### src/rtl/vea_pkg.sv
// vea_pkg: shared widths, codes and controller/datapath handshake types
// for the vertex element adjacency builder
// no dependencies
package vea_pkg;

  // field widths of the request and result channels
  localparam int unsigned CMD_W  = 1;
  localparam int unsigned ELEM_W = 13;
  localparam int unsigned VERT_W = 12;
  localparam int unsigned OWN_W  = 14;
  localparam int unsigned STAT_W = 2;
  localparam int unsigned SLOT_W = 2;
  localparam int unsigned CNT_W  = 4;

  // default sizing
  localparam int unsigned DEF_MAX_VERTICES = 4096;
  localparam int unsigned DEF_BUCKET_SLOTS = 10;
  localparam int unsigned MAX_ELEMENTS     = 8192;

  // owned element limit after reset
  localparam logic [OWN_W-1:0] OWNED_RESET = OWN_W'(8192);

  // index of the third vertex of a triangle
  localparam logic [SLOT_W-1:0] SLOT_LAST = 2'd2;

  // request commands
  localparam logic [CMD_W-1:0] CMD_INSERT = 1'b0;
  localparam logic [CMD_W-1:0] CMD_QUERY  = 1'b1;

  // result status codes
  localparam logic [STAT_W-1:0] ST_OK        = 2'd0;
  localparam logic [STAT_W-1:0] ST_FULL      = 2'd1;
  localparam logic [STAT_W-1:0] ST_NOT_OWNED = 2'd2;

  // which kind of result the output register is loaded with
  typedef enum logic [1:0] {
    OUT_SINGLE = 2'd0,
    OUT_EMPTY  = 2'd1,
    OUT_ENTRY  = 2'd2
  } out_kind_e;

  // controller to datapath commands
  typedef struct packed {
    logic      load_item;
    logic      clr_we;
    logic      cnt_re;
    logic      ins_upd;
    logic      bkt_re;
    logic      latch_cnt;
    logic      slot_inc;
    logic      j_clr;
    logic      j_inc;
    logic      out_load;
    out_kind_e out_kind;
  } dp_cmd_t;

  // datapath to controller status
  typedef struct packed {
    logic clr_done;
    logic is_query;
    logic not_owned;
    logic slot_last;
    logic cnt_zero;
    logic j_last;
    logic out_free;
  } dp_sts_t;

endpackage

### src/rtl/vea_ctrl.sv
// vea_ctrl: sequencing state machine for inserts, queries and the count clear
// depends on vea_pkg for the command and status structs
module vea_ctrl import vea_pkg::*; (
  input  logic    clk_i,
  input  logic    rst_ni,
  input  logic    in_valid_i,
  output logic    in_ready_o,
  input  dp_sts_t sts_i,
  output dp_cmd_t cmd_o
);

  typedef enum logic [9:0] {
    S_CLEAR   = 10'b0000000001,
    S_IDLE    = 10'b0000000010,
    S_INS_RD  = 10'b0000000100,
    S_INS_UPD = 10'b0000001000,
    S_RESULT  = 10'b0000010000,
    S_Q_CNT   = 10'b0000100000,
    S_Q_CHK   = 10'b0001000000,
    S_Q_EMPTY = 10'b0010000000,
    S_Q_RD    = 10'b0100000000,
    S_Q_EMIT  = 10'b1000000000
  } state_e;

  state_e state_q, state_d;

  // state register
  always_ff @(posedge clk_i or negedge rst_ni) begin
    if (!rst_ni) begin
      state_q <= S_CLEAR;
    end else begin
      state_q <= state_d;
    end
  end

  // next state and commands
  always_comb begin
    state_d    = state_q;
    in_ready_o = 1'b0;
    cmd_o      = '0;
    cmd_o.out_kind = OUT_SINGLE;
    unique case (state_q)
      S_CLEAR: begin
        cmd_o.clr_we = 1'b1;
        if (sts_i.clr_done) begin
          state_d = S_IDLE;
        end
      end
      S_IDLE: begin
        in_ready_o = 1'b1;
        if (in_valid_i) begin
          cmd_o.load_item = 1'b1;
          priority if (!sts_i.is_query) begin
            state_d = S_INS_RD;
          end else if (sts_i.not_owned) begin
            state_d = S_RESULT;
          end else begin
            state_d = S_Q_CNT;
          end
        end
      end
      S_INS_RD: begin
        cmd_o.cnt_re = 1'b1;
        state_d = S_INS_UPD;
      end
      S_INS_UPD: begin
        cmd_o.ins_upd  = 1'b1;
        cmd_o.slot_inc = 1'b1;
        state_d = sts_i.slot_last ? S_RESULT : S_INS_RD;
      end
      S_RESULT: begin
        if (sts_i.out_free) begin
          cmd_o.out_load = 1'b1;
          cmd_o.out_kind = OUT_SINGLE;
          state_d = S_IDLE;
        end
      end
      S_Q_CNT: begin
        cmd_o.cnt_re = 1'b1;
        state_d = S_Q_CHK;
      end
      S_Q_CHK: begin
        cmd_o.latch_cnt = 1'b1;
        cmd_o.j_clr     = 1'b1;
        state_d = sts_i.cnt_zero ? S_Q_EMPTY : S_Q_RD;
      end
      S_Q_EMPTY: begin
        if (sts_i.out_free) begin
          cmd_o.out_load = 1'b1;
          cmd_o.out_kind = OUT_EMPTY;
          cmd_o.slot_inc = 1'b1;
          state_d = sts_i.slot_last ? S_IDLE : S_Q_CNT;
        end
      end
      S_Q_RD: begin
        cmd_o.bkt_re = 1'b1;
        state_d = S_Q_EMIT;
      end
      S_Q_EMIT: begin
        if (sts_i.out_free) begin
          cmd_o.out_load = 1'b1;
          cmd_o.out_kind = OUT_ENTRY;
          cmd_o.j_inc    = 1'b1;
          if (sts_i.j_last) begin
            cmd_o.slot_inc = 1'b1;
            state_d = sts_i.slot_last ? S_IDLE : S_Q_CNT;
          end else begin
            state_d = S_Q_RD;
          end
        end
      end
      default: begin
        state_d = S_CLEAR;
      end
    endcase
  end

endmodule

### config.mk
export PLATFORM = sky130hd
export DESIGN_NAME = vea_ctrl
export DESIGN_NICKNAME = d
export VERILOG_FILES = /design/src/rtl/vea_pkg.sv /design/src/rtl/vea_ctrl.sv
export SDC_FILE = /design/constraint.sdc
export NUM_CORES = 1
export LEC_CHECK = 0
export BUFFER_PORTS_ARGS = -buffer_cell sky130_fd_sc_hd__buf_2
export CORE_MARGIN = 4
export CORE_UTILIZATION = 46
export DETAILED_ROUTE_END_ITERATION = 7
export GPL_ROUTABILITY_DRIVEN = 0
export PLACE_DENSITY = 0.72
export SLEW_MARGIN = 5
export SYNTH_ARGS = -nofsm -noshare
export SYNTH_HDL_FRONTEND = slang
export SYNTH_SLANG_ARGS = --single-unit
### constraint.sdc
create_clock -name clk_i -period 2.4 [get_ports clk_i]
set_input_delay 0 -clock clk_i [delete_from_list [all_inputs] [get_ports clk_i]]
set_output_delay 0 -clock clk_i [all_outputs]
set_load 0.01 [all_outputs]
==> impl_summary.txt <==
----------------------------------------------------
[Synth]
  Area share of the largest cell type after synthesis ... 28.0%
  Number of warning messages in the yosys log ... 0
  Count of flip-flops with a built-in enable after synthesis ... 0
  Library cell occupying the most area in the post-synthesis netlist ... dfrtp_1
  Count of cell types in the netlist ... 46
  Dominant register cell in the synthesized netlist ... dfrtp_1
  Share of flip-flops with an asynchronous set or reset ... 100%
  Number of flip-flops and latches in the synthesized netlist ... 10
  Gate Count Post-Synth ... 86
  Post-synthesis area per instance ... 9.37 um^2
  Top post-synthesis cells by area ... dfrtp_1 28%, nor2_1 5.6%, nor4b_2 3.7%
  Synth Cell Area ... 806 um^2
  Part of the Yosys area used for sequential elements ... 31.2%
  Mapped Nets ... 96

[STA]
  Relative slew slack ... 73.6%
  Final Critical Period ... 1.88 ns
  Final number of setup-violating endpoints ... 0
  Fmax achieved ... roughly 530 MHz
  Unrepaired setup endpoints after global routing ... false
  Accumulated negative setup slack ... 0 ns
  Count of final max-slew check failures ... 0
  Setup Skew ... 0.00712 ns
  Slew at the pin closest to its max-slew limit ... 0.395 ns
  Final hold viol count ... 0
  Period Utilization, post-route ... 78.1%

[Final layout]
  Top register by number of flip-flops ... state_q
  Post-layout net count ... 122
  Synthesis-to-finish area growth ... 20.8%
  Final instance area ... 973 um^2
  Max reg flops ... 10
  Share of post-route cells with drive strength above 1 ... 36.0%
  Registers with the most flip-flops ... state_q x10
  Number of diodes ... 0

[Power and ir drop]
  Clk pwr share ... 19.2%
  Share of total power in sequential cells ... 32.5%
  Net switching power of the design ... 0.334 mW
  Internal power consumption ... 0.467 mW
  Switching Fraction ... between 40% and 50%
  Leakage power of the design ... 0.456 nW
  Worst IR drop on VDD ... 462 uV
  Combinational share of power ... 48.3%
  Power density relative to cell area ... about 800 nW/um^2

[Job]
  Max-cap violation count ... 0

[Worst setup path]
  Cell with the biggest individual delay on the critical path ... dfrtp_1
  Capturing instance or port of the critical path ... cmd_o[4]
  Crit path from ... state_q[9]
  Required time reported for the critical path endpoint ... 2.40 ns
  CP arrival ... 1.88 ns
  Maximum fanout count along the critical path ... 10
  R2r worst-path depth ... 5
  R2R Path End ... state_q[5]
  Kind of critical path ... flop to primary output
  Critical Path Sink Type ... primary output
  R2r setup slk ... roughly 0.54 ns
  R2R Path Start ... state_q[5]
  Cell family contributing the most delay on the critical path ... simple AND/OR/NAND/NOR gates
  Crit path depth ... 4
  CP max stage delay ... about 0.50 ns
  Worst Path Buf+Inv ... 1
  Kind of launch point of the worst setup path ... flop
  Cell breakdown of the critical path ... nor3_2 > nand2_1 > nor4b_2 > buf_2

[Floorplanning]
  Core region area ... 1580 um^2
  Initial standard-cell utilization of the core ... approximately half
  Site row count ... 14
  Top-Level Pins ... 23
  Die W ... 49.9 um
  Chip height ... 49.9 um
  Die area ... 2490 um^2

[Clock tree]
  H-Tree Level Count ... 1
  Clock Sink Count ... 10
  Hold Buf Count CTS ... 3
  Post-CTS clock slew at the launch and capture registers of the worst setup and hold paths ... 0.07 ns
  TritonCTS clock tree ... yes
  Deepest clock path buffer count ... 2
  Clock buffer count from CTS ... 3
  # Post-CTS Setup Buffers ... 0
  Cell chosen for the clock root ... clkbuf_4
  Resize count post-CTS ... 0
  Clock Latency Late Sink ... 0.27 ns

[Global route]
  Pin count of the biggest net entering global routing ... 11
  Overflow left after global routing ... 0
  Vias in the first global route ... approximately 730
  Initial antenna violation count ... 0
  Global-route wire length before repair ... 3340 um
  GRT Util Overall ... 17.2%

[Placed design]
  Detail Placement HPWL ... 1530 um
  Placed standard-cell area ... 907 um^2
  PortBufs ... 22

[Route]
  First-pass iteration count of the detailed router ... 4
  Antenna viol nets, final ... 0
  Post-route DRC violation count ... 0
  Via count ... 774
  Number of vias per cell after detailed routing ... 6.09
  WL/cell ... 15.9 um
  Total wire length ... between 2000 and 2500 um
  Count of routing violations after the opening detailed-route iteration ... 13

[Min path]
  Worst Hold Class ... input port to flop
  Number of stages on the worst hold path ... 3

[Outcome]
  Run status ... complete, no violations

----------------------------------------------------
==> through the flow <==
stage	setup slack [ns]	instances	utilization (%)	hold WS [ns]	total power, mW
after detailed placement	0.571	120	57.5	-0.123	0.643
after global placement	0.590	120	57.5	-0.124	0.638
after global routing	0.361	127	61.7	0.0301	0.851
after CTS	0.512	127	61.7	0.0143	0.803
after floorplan	0.751	86	-	-0.296	0.560
final	0.524	127	61.7	0.0172	0.801
==> layout by cell type, fill, tap and decap left out, types with 2 or more instances in the layout <==
master         count
a21o_1             2
nor3_1             3
dfrtp_1            9
dlygate4sd3_1      3
buf_2             22
nor2b_1            2
o21a_1             2
nor3b_1            3
clkbuf_4           3
nor2_1            12
inv_1              2
nor4b_1            2
xor2_1             3
o21ai_0            2
nand2_1            5
o21ai_1            3
nand3_1            2
nor4b_2            2
==> worst min path at each step <==
stage | start | to | slack, ns
global route | sts_i[5] | state_q[5] | 0.03
CTS | sts_i[4] | state_q[5] | 0.01
floorplan | rst_ni | state_q[1] | -0.30
detailed placement | rst_ni | state_q[3] | -0.12
finish | sts_i[4] | state_q[5] | 0.02
global placement | rst_ni | state_q[6] | -0.12
==> worst register-to-register path, cell delays in order (launching register included) <==
cell and delay, ns:
dfrtp_1 0.49, nor3_4 0.42, nand3_4 0.16, o31ai_4 0.42
a31oi_2 0.09, a21boi_2 0.17
==> logic make-up after synthesis <==
logic type | share of synthesized area (%)
buffers and inverters | 4.97
xor gates and xnor gates | 3.26
AOI/OAI and AO/OA | 20.0
and+or+nand+nor | 40.5
DFF | 31.2
==> layout make-up <==
type,count,area (um^2)
clock buffers,4,36.3
fillers,148,603
inverters,3,11.3
multi-input cells,69,514
flip-flops and latches,10,251
well taps,16,20.0
repair buffers,25,140
==> power groups by stage <==
stage / Sequential [mW] / Combinational, mW / Clock, mW
final: 0.261 / 0.387 / 0.154
after global routing: 0.267 / 0.418 / 0.166
after CTS: 0.259 / 0.388 / 0.156
after detailed placement: 0.262 / 0.381 / 0
after global placement: 0.262 / 0.377 / 0
after floorplan: 0.231 / 0.329 / 0
==> synthesized netlist by cell type, types with 2 or more instances <==
cell,count
buf_2,2
o21ai_1,3
nor3_1,3
o21a_1,2
nand3_1,2
nor2_1,12
nor2b_1,2
nand2_1,5
dfrtp_1,9
nor4b_1,2
nor3b_1,3
nor4b_2,2
xor2_1,3
inv_1,2
o21ai_0,2
a21o_1,2
==> per-layer routing <==
layer	vias to the layer above	global-route usage [%]	share of wire, %
li1	371	-	-
met1	379	23.0	49
met2	20	28.0	46
met3	4	2.41	4.0
met4	0	5.99	1.1
met5	-	0	0
No activity file was read; power rests on OpenSTA's default activity.
